`config.mk`:
```
export PLATFORM = sky130hd
export DESIGN_NAME = touch_median_calibrate_map_unit
export DESIGN_NICKNAME = d
export VERILOG_FILES = /design/src/hdl/tmcm_pkg.sv /design/src/hdl/touch_median_calibrate_map_unit.sv /design/src/hdl/tmcm_front.sv /design/src/hdl/tmcm_queue.sv /design/src/hdl/tmcm_div.sv /design/src/hdl/tmcm_back.sv
export SDC_FILE = /design/constraint.sdc
export NUM_CORES = 2
export LEC_CHECK = 0
export BUFFER_PORTS_ARGS = -buffer_cell sky130_fd_sc_hd__buf_2
export CORE_ASPECT_RATIO = 0.9
export CORE_MARGIN = 1.5
export CORE_UTILIZATION = 60
export DETAILED_ROUTE_END_ITERATION = 8
export GPL_ROUTABILITY_DRIVEN = 0
export PLACE_DENSITY_LB_ADDON = 0.2
export SYNTH_ARGS = -nofsm -noshare
export SYNTH_HDL_FRONTEND = slang
export SYNTH_SLANG_ARGS = --single-unit
```
`constraint.sdc`:
```
create_clock -name clk -period 51.4 [get_ports clk]
set_input_delay 5.14 -clock clk [delete_from_list [all_inputs] [get_ports clk]]
set_output_delay 5.14 -clock clk [all_outputs]
set_load 0.005 [all_outputs]
```
`src/hdl/tmcm_pkg.sv`:
```
`default_nettype none

package tmcm_pkg;

    // sample and field widths
    localparam int SAMPLE_BITS    = 12;
    localparam int SCREEN_X_BITS  = 9;
    localparam int SCREEN_Y_BITS  = 8;
    localparam int CFG_INDEX_BITS = 8;
    localparam int IN_DATA_BITS   = 112;
    localparam int OUT_DATA_BITS  = 56;
    localparam int OUT_USER_BITS  = 2;

    // default landscape geometry
    localparam int SCREEN_WIDTH_DEF  = 320;
    localparam int SCREEN_HEIGHT_DEF = 240;

    // entries in the queue between front and back
    localparam int QUEUE_DEPTH = 2;

    // register indexes
    localparam logic [CFG_INDEX_BITS-1:0] REG_X_AT_ZERO          = 8'd0;
    localparam logic [CFG_INDEX_BITS-1:0] REG_X_AT_FULL          = 8'd1;
    localparam logic [CFG_INDEX_BITS-1:0] REG_Y_AT_ZERO          = 8'd2;
    localparam logic [CFG_INDEX_BITS-1:0] REG_Y_AT_FULL          = 8'd3;
    localparam logic [CFG_INDEX_BITS-1:0] REG_PRESSURE_THRESHOLD = 8'd4;

    // register reset values
    localparam logic [SAMPLE_BITS-1:0] X_AT_ZERO_RST          = 12'd300;
    localparam logic [SAMPLE_BITS-1:0] X_AT_FULL_RST          = 12'd3800;
    localparam logic [SAMPLE_BITS-1:0] Y_AT_ZERO_RST          = 12'd300;
    localparam logic [SAMPLE_BITS-1:0] Y_AT_FULL_RST          = 12'd3800;
    localparam logic [SAMPLE_BITS-1:0] PRESSURE_THRESHOLD_RST = 12'd400;

    // how an axis resolves
    localparam logic [1:0] MAP_ZERO = 2'd0;
    localparam logic [1:0] MAP_FULL = 2'd1;
    localparam logic [1:0] MAP_DIV  = 2'd2;

    typedef struct packed {
        logic [1:0]             kind;
        logic [SAMPLE_BITS-1:0] diff;
        logic [SAMPLE_BITS-1:0] span;
    } axis_t;

    typedef struct packed {
        logic                   contact;
        logic                   pressed;
        logic [SAMPLE_BITS-1:0] med_x;
        logic [SAMPLE_BITS-1:0] med_y;
        logic [SAMPLE_BITS-1:0] med_z;
    } side_t;

    typedef struct packed {
        side_t side;
        axis_t col;   // screen column, from raw y
        axis_t row;   // screen row, from raw x
    } item_t;

endpackage

`default_nettype wire

```
`src/hdl/touch_median_calibrate_map_unit.sv`:
```
`default_nettype none

// Resistive touch filter and calibrated mapper. Each transfer on the input stream carries the
// pen-contact flag and three conversions each of pressure, X and Y; the block takes the median
// of each triple (reported as 0 without contact), decides pressed when there is contact and the
// median pressure is strictly above pressure_threshold, and maps median Y to the landscape column
// and median X to the inverted landscape row, clamped at the calibration points (a reversed
// axis, lo above hi, is fine; equal points map that axis to 0 before inversion). Coordinates
// read 0 when not pressed. Its only configuration state is the five calibration registers,
// written through the cfg channel (index 0..4, anything above is ignored; cfg_ready is always
// high); the user must write them only while no transfer is in flight, which the block does
// not enforce. One item is accepted per clock cycle with the output side ready; the two
// pipelined restoring dividers give one quotient bit per stage, clog2(max(SCREEN_WIDTH,
// SCREEN_HEIGHT)) stages (9 at 320x240). An item passes the queue, the scaling stage, the
// divider stages and the output register, all held while the output stalls. A two-entry
// queue between classifying front and dividing back takes inputs until full while a result waits.

module touch_median_calibrate_map_unit #(
    parameter int SCREEN_WIDTH  = tmcm_pkg::SCREEN_WIDTH_DEF,
    parameter int SCREEN_HEIGHT = tmcm_pkg::SCREEN_HEIGHT_DEF
) (
    input  wire logic                                  clk,
    input  wire logic                                  rst_n,

    // input stream
    input  wire logic                                  s_tvalid,
    output logic                                       s_tready,
    // z_first, z_second, z_third, x_first, x_second, x_third, y_first, y_second, y_third,
    // 12 bits each from bit 0, then zero fill
    input  wire logic [tmcm_pkg::IN_DATA_BITS-1:0]     s_tdata,
    // contact
    input  wire logic                                  s_tuser,

    // result stream
    output logic                                       m_tvalid,
    input  wire logic                                  m_tready,
    // screen_x (9), screen_y (8), median_x (12), median_y (12), median_z (12), then zero fill
    output logic [tmcm_pkg::OUT_DATA_BITS-1:0]         m_tdata,
    // contact_seen, pressed
    output logic [tmcm_pkg::OUT_USER_BITS-1:0]         m_tuser,

    // calibration register writes
    input  wire logic                                  cfg_valid,
    output logic                                       cfg_ready,
    input  wire logic [tmcm_pkg::CFG_INDEX_BITS-1:0]   cfg_index,
    input  wire logic [tmcm_pkg::SAMPLE_BITS-1:0]      cfg_data
);

    tmcm_pkg::item_t front_item;
    tmcm_pkg::item_t queue_item;
    logic            queue_valid;
    logic            queue_pop;

    // front: calibration registers, medians and per-axis classification
    tmcm_front u_front (
        .clk       (clk),
        .rst_n     (rst_n),
        .cfg_valid (cfg_valid),
        .cfg_ready (cfg_ready),
        .cfg_index (cfg_index),
        .cfg_data  (cfg_data),
        .s_tuser   (s_tuser),
        .s_tdata   (s_tdata),
        .item      (front_item)
    );

    // short queue, input transfer is taken whenever it has room
    tmcm_queue u_queue (
        .clk      (clk),
        .rst_n    (rst_n),
        .wr_valid (s_tvalid),
        .wr_ready (s_tready),
        .wr_item  (front_item),
        .rd_valid (queue_valid),
        .rd_pop   (queue_pop),
        .rd_item  (queue_item)
    );

    // back: scale, divide, invert and register the result
    tmcm_back #(
        .SCREEN_WIDTH  (SCREEN_WIDTH),
        .SCREEN_HEIGHT (SCREEN_HEIGHT)
    ) u_back (
        .clk      (clk),
        .rst_n    (rst_n),
        .q_valid  (queue_valid),
        .q_pop    (queue_pop),
        .q_item   (queue_item),
        .m_tvalid (m_tvalid),
        .m_tready (m_tready),
        .m_tdata  (m_tdata),
        .m_tuser  (m_tuser)
    );

endmodule

`default_nettype wire

```
`src/hdl/tmcm_front.sv`:
```
`default_nettype none

module tmcm_front (
    input  wire logic                                   clk,
    input  wire logic                                   rst_n,
    input  wire logic                                   cfg_valid,
    output logic                                        cfg_ready,
    input  wire logic [tmcm_pkg::CFG_INDEX_BITS-1:0]    cfg_index,
    input  wire logic [tmcm_pkg::SAMPLE_BITS-1:0]       cfg_data,
    input  wire logic                                   s_tuser,
    input  wire logic [tmcm_pkg::IN_DATA_BITS-1:0]      s_tdata,
    output tmcm_pkg::item_t                             item
);

    localparam int S = tmcm_pkg::SAMPLE_BITS;

    logic [S-1:0] x_zero_reg;
    logic [S-1:0] x_full_reg;
    logic [S-1:0] y_zero_reg;
    logic [S-1:0] y_full_reg;
    logic [S-1:0] thr_reg;

    logic [S-1:0] med_x;
    logic [S-1:0] med_y;
    logic [S-1:0] med_z;
    logic         pressed;

    function automatic logic [S-1:0] median3(input logic [S-1:0] a, input logic [S-1:0] b,
                                              input logic [S-1:0] c);
        logic [S-1:0] lo;
        logic [S-1:0] hi;
        logic [S-1:0] m;
        lo = (a < b) ? a : b;
        hi = (a < b) ? b : a;
        m  = (hi < c) ? hi : c;
        return (lo > m) ? lo : m;
    endfunction

    // normal and reversed axes; equal points resolve to zero
    function automatic tmcm_pkg::axis_t classify(input logic [S-1:0] raw,
                                                 input logic [S-1:0] lo,
                                                 input logic [S-1:0] hi);
        tmcm_pkg::axis_t a;
        a.kind = tmcm_pkg::MAP_ZERO;
        a.diff = raw - lo;
        a.span = hi - lo;
        if (lo < hi)
        begin
            if (raw <= lo)
                a.kind = tmcm_pkg::MAP_ZERO;
            else if (raw >= hi)
                a.kind = tmcm_pkg::MAP_FULL;
            else
                a.kind = tmcm_pkg::MAP_DIV;
        end
        else if (lo > hi)
        begin
            a.diff = lo - raw;
            a.span = lo - hi;
            if (raw >= lo)
                a.kind = tmcm_pkg::MAP_ZERO;
            else if (raw <= hi)
                a.kind = tmcm_pkg::MAP_FULL;
            else
                a.kind = tmcm_pkg::MAP_DIV;
        end
        return a;
    endfunction

    assign cfg_ready = 1'b1;

    always_ff @(posedge clk or negedge rst_n)
    begin
        if (!rst_n)
        begin
            x_zero_reg <= tmcm_pkg::X_AT_ZERO_RST;
            x_full_reg <= tmcm_pkg::X_AT_FULL_RST;
            y_zero_reg <= tmcm_pkg::Y_AT_ZERO_RST;
            y_full_reg <= tmcm_pkg::Y_AT_FULL_RST;
            thr_reg    <= tmcm_pkg::PRESSURE_THRESHOLD_RST;
        end
        else if (cfg_valid && cfg_ready)
        begin
            case (cfg_index)
                tmcm_pkg::REG_X_AT_ZERO:          x_zero_reg <= cfg_data;
                tmcm_pkg::REG_X_AT_FULL:          x_full_reg <= cfg_data;
                tmcm_pkg::REG_Y_AT_ZERO:          y_zero_reg <= cfg_data;
                tmcm_pkg::REG_Y_AT_FULL:          y_full_reg <= cfg_data;
                tmcm_pkg::REG_PRESSURE_THRESHOLD: thr_reg    <= cfg_data;
                default:                          ;
            endcase
        end
    end

    always_comb
    begin
        med_z = '0;
        med_x = '0;
        med_y = '0;
        if (s_tuser)
        begin
            med_z = median3(s_tdata[S-1:0], s_tdata[2*S-1:S], s_tdata[3*S-1:2*S]);
            med_x = median3(s_tdata[4*S-1:3*S], s_tdata[5*S-1:4*S], s_tdata[6*S-1:5*S]);
            med_y = median3(s_tdata[7*S-1:6*S], s_tdata[8*S-1:7*S], s_tdata[9*S-1:8*S]);
        end
        pressed = s_tuser && (med_z > thr_reg);

        item.side.contact = s_tuser;
        item.side.pressed = pressed;
        item.side.med_x   = med_x;
        item.side.med_y   = med_y;
        item.side.med_z   = med_z;
        item.col          = classify(med_y, y_zero_reg, y_full_reg);
        item.row          = classify(med_x, x_zero_reg, x_full_reg);
    end

endmodule

`default_nettype wire

```
`src/hdl/tmcm_queue.sv`:
```
`default_nettype none

module tmcm_queue (
    input  wire logic            clk,
    input  wire logic            rst_n,
    input  wire logic            wr_valid,
    output logic                 wr_ready,
    input  wire tmcm_pkg::item_t wr_item,
    output logic                 rd_valid,
    input  wire logic            rd_pop,
    output tmcm_pkg::item_t      rd_item
);

    localparam int DEPTH    = tmcm_pkg::QUEUE_DEPTH;
    localparam int PTR_BITS = (DEPTH > 1) ? $clog2(DEPTH) : 1;
    localparam int CNT_BITS = $clog2(DEPTH + 1);

    tmcm_pkg::item_t       entry_reg [0:DEPTH-1];
    logic [PTR_BITS-1:0]   wr_ptr_reg;
    logic [PTR_BITS-1:0]   rd_ptr_reg;
    logic [CNT_BITS-1:0]   count_reg;
    logic [PTR_BITS-1:0]   wr_ptr_next;
    logic [PTR_BITS-1:0]   rd_ptr_next;
    logic [CNT_BITS-1:0]   count_next;
    logic                  push;
    logic                  pop;

    assign wr_ready = (count_reg != CNT_BITS'(DEPTH));
    assign rd_valid = (count_reg != '0);
    assign push     = wr_valid && wr_ready;
    assign pop      = rd_pop && rd_valid;
    assign rd_item  = entry_reg[rd_ptr_reg];

    always_comb
    begin
        wr_ptr_next = wr_ptr_reg;
        rd_ptr_next = rd_ptr_reg;
        count_next  = count_reg;
        if (push)
            wr_ptr_next = (wr_ptr_reg == PTR_BITS'(DEPTH - 1)) ? '0 : wr_ptr_reg + 1'b1;
        if (pop)
            rd_ptr_next = (rd_ptr_reg == PTR_BITS'(DEPTH - 1)) ? '0 : rd_ptr_reg + 1'b1;
        if (push && !pop)
            count_next = count_reg + 1'b1;
        else if (pop && !push)
            count_next = count_reg - 1'b1;
    end

    always_ff @(posedge clk or negedge rst_n)
    begin
        if (!rst_n)
        begin
            wr_ptr_reg <= '0;
            rd_ptr_reg <= '0;
            count_reg  <= '0;
        end
        else
        begin
            wr_ptr_reg <= wr_ptr_next;
            rd_ptr_reg <= rd_ptr_next;
            count_reg  <= count_next;
        end
    end

    always_ff @(posedge clk)
    begin
        if (push)
            entry_reg[wr_ptr_reg] <= wr_item;
    end

endmodule

`default_nettype wire

```
`src/hdl/tmcm_div.sv`:
```
`default_nettype none

module tmcm_div #(
    parameter int TOP   = tmcm_pkg::SCREEN_WIDTH_DEF - 1,
    parameter int STEPS = 9
) (
    input  wire logic                              clk,
    input  wire logic                              en,
    input  wire logic [1:0]                        kind,
    input  wire logic [tmcm_pkg::SAMPLE_BITS-1:0]  diff,
    input  wire logic [tmcm_pkg::SAMPLE_BITS-1:0]  span,
    output logic      [tmcm_pkg::SAMPLE_BITS-1:0]  result
);

    localparam int S  = tmcm_pkg::SAMPLE_BITS;
    localparam int PW = 2 * S;
    localparam logic [S-1:0] TOP_VAL = S'(TOP);

    logic [PW-1:0]    rem_reg  [0:STEPS];
    logic [STEPS-1:0] quo_reg  [0:STEPS];
    logic [S-1:0]     span_reg [0:STEPS];
    logic [1:0]       kind_reg [0:STEPS];

    logic [PW:0]      trial [0:STEPS-1];
    logic [STEPS-1:0] take;

    // restoring division, one quotient bit per stage, msb first
    always_comb
    begin
        for (int k = 0; k < STEPS; k++)
        begin
            trial[k] = {1'b0, rem_reg[k]} - ((PW + 1)'(span_reg[k]) << (STEPS - 1 - k));
            take[k]  = !trial[k][PW];
        end
    end

    always_ff @(posedge clk)
    begin
        if (en)
        begin
            rem_reg[0]  <= PW'(diff) * PW'(TOP_VAL);
            quo_reg[0]  <= '0;
            span_reg[0] <= span;
            kind_reg[0] <= kind;
            for (int k = 0; k < STEPS; k++)
            begin
                rem_reg[k+1]  <= take[k] ? trial[k][PW-1:0] : rem_reg[k];
                quo_reg[k+1]  <= STEPS'({quo_reg[k], take[k]});
                span_reg[k+1] <= span_reg[k];
                kind_reg[k+1] <= kind_reg[k];
            end
        end
    end

    always_comb
    begin
        case (kind_reg[STEPS])
            tmcm_pkg::MAP_DIV:  result = S'(quo_reg[STEPS]);
            tmcm_pkg::MAP_FULL: result = TOP_VAL;
            default:            result = '0;
        endcase
    end

endmodule

`default_nettype wire

```
`src/hdl/tmcm_back.sv`:
```
`default_nettype none

module tmcm_back #(
    parameter int SCREEN_WIDTH  = tmcm_pkg::SCREEN_WIDTH_DEF,
    parameter int SCREEN_HEIGHT = tmcm_pkg::SCREEN_HEIGHT_DEF
) (
    input  wire logic                                  clk,
    input  wire logic                                  rst_n,
    input  wire logic                                  q_valid,
    output logic                                       q_pop,
    input  wire tmcm_pkg::item_t                       q_item,
    output logic                                       m_tvalid,
    input  wire logic                                  m_tready,
    output logic [tmcm_pkg::OUT_DATA_BITS-1:0]         m_tdata,
    output logic [tmcm_pkg::OUT_USER_BITS-1:0]         m_tuser
);

    localparam int S  = tmcm_pkg::SAMPLE_BITS;
    localparam int XB = tmcm_pkg::SCREEN_X_BITS;
    localparam int YB = tmcm_pkg::SCREEN_Y_BITS;
    localparam int DIV_STEPS =
        $clog2((SCREEN_WIDTH > SCREEN_HEIGHT) ? SCREEN_WIDTH : SCREEN_HEIGHT);
    localparam logic [S-1:0] ROW_TOP = S'(SCREEN_HEIGHT - 1);
    localparam int PAD_BITS = tmcm_pkg::OUT_DATA_BITS - XB - YB - 3 * S;

    logic                 en;
    logic [DIV_STEPS:0]   vld_reg;
    tmcm_pkg::side_t      side_reg [0:DIV_STEPS];
    logic [S-1:0]         col_map;
    logic [S-1:0]         row_map;
    logic [S-1:0]         row_scr;

    logic                 m_tvalid_reg;
    logic                 contact_reg;
    logic                 pressed_reg;
    logic [XB-1:0]        sx_reg;
    logic [YB-1:0]        sy_reg;
    logic [S-1:0]         mx_reg;
    logic [S-1:0]         my_reg;
    logic [S-1:0]         mz_reg;

    // whole pipeline advances while the output register is free or being drained
    assign en    = !m_tvalid_reg || m_tready;
    assign q_pop = en && q_valid;

    tmcm_div #(
        .TOP   (SCREEN_WIDTH - 1),
        .STEPS (DIV_STEPS)
    ) u_col_div (
        .clk    (clk),
        .en     (en),
        .kind   (q_item.col.kind),
        .diff   (q_item.col.diff),
        .span   (q_item.col.span),
        .result (col_map)
    );

    tmcm_div #(
        .TOP   (SCREEN_HEIGHT - 1),
        .STEPS (DIV_STEPS)
    ) u_row_div (
        .clk    (clk),
        .en     (en),
        .kind   (q_item.row.kind),
        .diff   (q_item.row.diff),
        .span   (q_item.row.span),
        .result (row_map)
    );

    // screen row runs opposite to raw x
    assign row_scr = ROW_TOP - row_map;

    always_ff @(posedge clk or negedge rst_n)
    begin
        if (!rst_n)
        begin
            vld_reg      <= '0;
            m_tvalid_reg <= 1'b0;
        end
        else if (en)
        begin
            vld_reg      <= (DIV_STEPS + 1)'({vld_reg, q_valid});
            m_tvalid_reg <= vld_reg[DIV_STEPS];
        end
    end

    always_ff @(posedge clk)
    begin
        if (en)
        begin
            side_reg[0] <= q_item.side;
            for (int k = 1; k <= DIV_STEPS; k++)
                side_reg[k] <= side_reg[k-1];
            contact_reg <= side_reg[DIV_STEPS].contact;
            pressed_reg <= side_reg[DIV_STEPS].pressed;
            sx_reg      <= side_reg[DIV_STEPS].pressed ? col_map[XB-1:0] : '0;
            sy_reg      <= side_reg[DIV_STEPS].pressed ? row_scr[YB-1:0] : '0;
            mx_reg      <= side_reg[DIV_STEPS].med_x;
            my_reg      <= side_reg[DIV_STEPS].med_y;
            mz_reg      <= side_reg[DIV_STEPS].med_z;
        end
    end

    assign m_tvalid = m_tvalid_reg;
    assign m_tuser  = {pressed_reg, contact_reg};
    assign m_tdata  = {{PAD_BITS{1'b0}}, mz_reg, my_reg, mx_reg, sy_reg, sx_reg};

`ifndef ASSERT_OFF
    a_stall_freezes: assert property (@(posedge clk) disable iff (!rst_n)
        !en |=> $stable(vld_reg))
        else $error("pipeline valid bits moved during a stall");

    a_last_reaches_out: assert property (@(posedge clk) disable iff (!rst_n)
        en && vld_reg[DIV_STEPS] |=> m_tvalid_reg)
        else $error("finished item did not reach the output register");

    a_no_contact_clear: assert property (@(posedge clk) disable iff (!rst_n)
        m_tvalid_reg && !contact_reg |->
            !pressed_reg && mx_reg == '0 && my_reg == '0 && mz_reg == '0)
        else $error("result without contact carries medians or press");

    a_release_clear: assert property (@(posedge clk) disable iff (!rst_n)
        m_tvalid_reg && !pressed_reg |-> sx_reg == '0 && sy_reg == '0)
        else $error("coordinates reported while not pressed");
`endif

endmodule

`default_nettype wire
```
==> metrics.md <==
| Metric | Value |
|---|---|
| Slew Limit Fails | 0 |
| HPWL Detailed | 92.82 mm |
| Fin nets | 6,570 |
| Buffers on Ports | 190 |
| Setup_tns | 0 ns |
| DRC errors left | 0 |
| Largest cells by area after synthesis | edfxtp_1, ha_1, mux2_2 |
| Hold buffers post-CTS | 0 |
| Top_reg_cell synth | edfxtp_1 |
| Highest routed layer | met4 |
| Most numerous cell in the Yosys netlist | edfxtp_1 |
| Final worst-path cycle share | 28.91% |
| Max reg flops | 380 |
| Syn Area/Cell | 13.17 um^2 |
| Die Width | 369.5 um |
| Filler cells | 8,235 |
| Data arrival time of the critical path | 15.30 ns |
| Antenna violations before repair | 1 |
| Synth Instances | 5,509 |
| Hold WC Path Type | flip-flop to flip-flop |
| Sequential standard cell area | 43,260 um^2 |
| Num rows | 120 |
| Post-synth ARST share | 5.165% |
| FF-to-FF path depth | 17 |
| Layout cell share with drive strength beyond 1 | 12.28% |
| Pin count of the biggest net entering global routing | 224 |
| Root buffer cell | clkbuf_16 |
| Via Count | 41.74k |
| Maximum root-to-sink buffer count | 3 |
| Setup Skew | 0.04836 ns |
| Fin crit period | 14.86 ns |
| Max stage delay on crit path | 0.91 ns |
| Clock Latency Late Sink | 0.78 ns |
| Routed Antenna Nets | 0 |
| Synth warnings | 0 |
| Startpoint types | input pin |
| Count of cell types in the netlist | 89 |
| Pre-Repair DR Iteration Count | 5 |
| Ports | 199 |
| Metal2 WL | 63.26 mm |
| Top cell type by total area after synthesis | edfxtp_1 |
| RSZ-0062 raised after global routing | no |
| Clock Sinks | 1,452 |
| Crit path from | s_tdata[55] |
| Outcome | complete, no violations |
| Clock Pin Slew Worst Setup and Hold Paths | 0.06 ns |
| Sequential share of the synthesized area | 59.64% |
| Commonest cells post-synth | edfxtp_1, inv_1, ha_1 |
| CTS Buf Count | 143 |
| Area occupied by multi-input gates | 26,660 um^2 |
| Hold Vio Cnt, Final | 0 |
| Post-Route WL | 132.7 mm |
| Final setup viols | 0 |
| Die Span Y | 332.8 um |
| M1 WL | 59.70 mm |
| Metal3 WL | 6.631 mm |
| Cell Area, Placed | 75,380 um^2 |
| Drt first-iter violations | 2,658 |
| Core Box Area | 119,400 um^2 |
| Relative slew slack | 17.68% |
| Wirelength per Cell | 17.73 um |
| Reg-to-Reg Start | u_queue.rd_ptr_reg |
| Starting Density | 60.76% |
| First-pass GRT wire length | 215.1 mm |
| FF-to-FF End | u_back.u_row_div.rem_reg[0][18] |
| Critical Path Sink Type | flip-flop |
| Post-synth EDFFs | 1,377 |
| Vias in the first global route | 41.97k |
| Max-Cap Viols | 0 |
| DR vias/cell | 5.577 |
| H-tree depth | 4 |
| Aggregate global-route resource usage | 21.91% |
| FF+latch count, synth | 1,452 |
| Worst setup endpoint | u_queue.entry_reg[0][24] |
| PostCTS Resize Cnt | 0 |
| Syn-to-layout area delta | 10.68% |
| Die ar. | 123,000 um^2 |
| Top-area cell type share of the netlist area | 57.01% |
| Crit Path Max Fanout | 30 |
| Worst endpoint required time | 51.84 ns |
| F_max | 67.29 MHz |
| R2R Setup Slk | 44.77 ns |
| Slowest cell on crit path | a21oi_1 |
| Synthesized area | 72,530 um^2 |
| Final Instance Area | 80,280 um^2 |
| CTS tree | done |
| Post-CTS Setup Bufs | 0 |
| CP most frequent cell | o21ai_0 |
| Worst slew pin tran | 1.226 ns |
| Grt total ovfl | 0 |
| Critical path class | input pin to flip-flop |
[routing by layer]
layer  track usage [%]  vias to the layer above
met3             3.931                      201
met4             6.768                        0
met5                 0                        -
li1                  -                    20610
met1             29.53                    20010
met2             36.29                      922
[critical path, delay by kind of cell]
kind / cells / cell delay (ns)
AOI/OAI and AO/OA: 24 / 7.29
muxes: 1 / 0.49
and+or+nand+nor: 3 / 0.57
buffers and inverters: 3 / 0.45
adders and majority gates: 4 / 1.34
[cell families after synthesis]
family / count (synthesis) / share of synthesized area, %
adder cells (fa/ha/maj): 652 / 12.40
other: 2 / 0.01035
multiplexers: 296 / 4.449
AND/OR/NAND/NOR: 1100 / 7.504
AO/OA/AOI/OAI: 1030 / 8.874
buffers and inverters: 696 / 3.730
flip-flops: 1452 / 59.64
XOR/XNOR: 281 / 3.393
[placed cells by master (no fill, tap or decap), types with 147 or more instances in the layout]
cell type	instances
edfxtp_1	1377
nand2_1	312
o21ai_0	333
clkbuf_16	147
mux2_2	202
nor2_1	231
xnor2_1	154
ha_1	541
a21oi_1	253
buf_2	189
inv_1	590
[worst min path at each step]
| stage | start | cells after the start | end | slack [ns] |
|---|---|---|---|---|
| floorplan | u_back.side_reg[9][37] | 0 | u_back.contact_reg | 0.40 |
| global route | u_back.u_col_div.rem_reg[7][0] | 0 | u_back.u_col_div.rem_reg[8][0] | 0.39 |
| CTS | u_back.u_col_div.rem_reg[7][0] | 0 | u_back.u_col_div.rem_reg[8][0] | 0.38 |
| global placement | u_back.u_col_div.quo_reg[7][1] | 0 | u_back.u_col_div.quo_reg[8][2] | 0.40 |
| finish | u_back.u_col_div.rem_reg[7][0] | 0 | u_back.u_col_div.rem_reg[8][0] | 0.39 |
| detailed placement | u_back.side_reg[9][2] | 0 | u_back.mz_reg[2] | 0.40 |
[layout make-up]
cell class | instances | share of cell area, %
sequential | 1452 | 53.89
multi-input combinational | 3366 | 33.22
clock buffer | 168 | 4.705
inverter | 591 | 2.763
tap | 1586 | 2.472
timing repair buffer | 226 | 1.556
clock inverter | 95 | 1.393
antenna | 1 | 0.003117
[through the flow]
| step | setup slack, ns | utilization, % | cells | hold slack [ns] |
|---|---|---|---|---|
| 2_1_floorplan | 9.501 | - | 5514 | 0.4003 |
| 3_3_place_gp | 36.35 | 63.15 | 7221 | 0.4006 |
| 3_5_place_dp | 36.03 | 63.15 | 7221 | 0.4045 |
| 4_1_cts | 36.85 | 67.25 | 7484 | 0.3842 |
| 5_1_grt | 35.83 | 67.25 | 7485 | 0.3944 |
| 6_report | 36.54 | 67.25 | 7485 | 0.3947 |
Power is left out: the tool's default activity adds up to more than one toggle a clock period on the data nets, which glitch-free logic cannot reach.
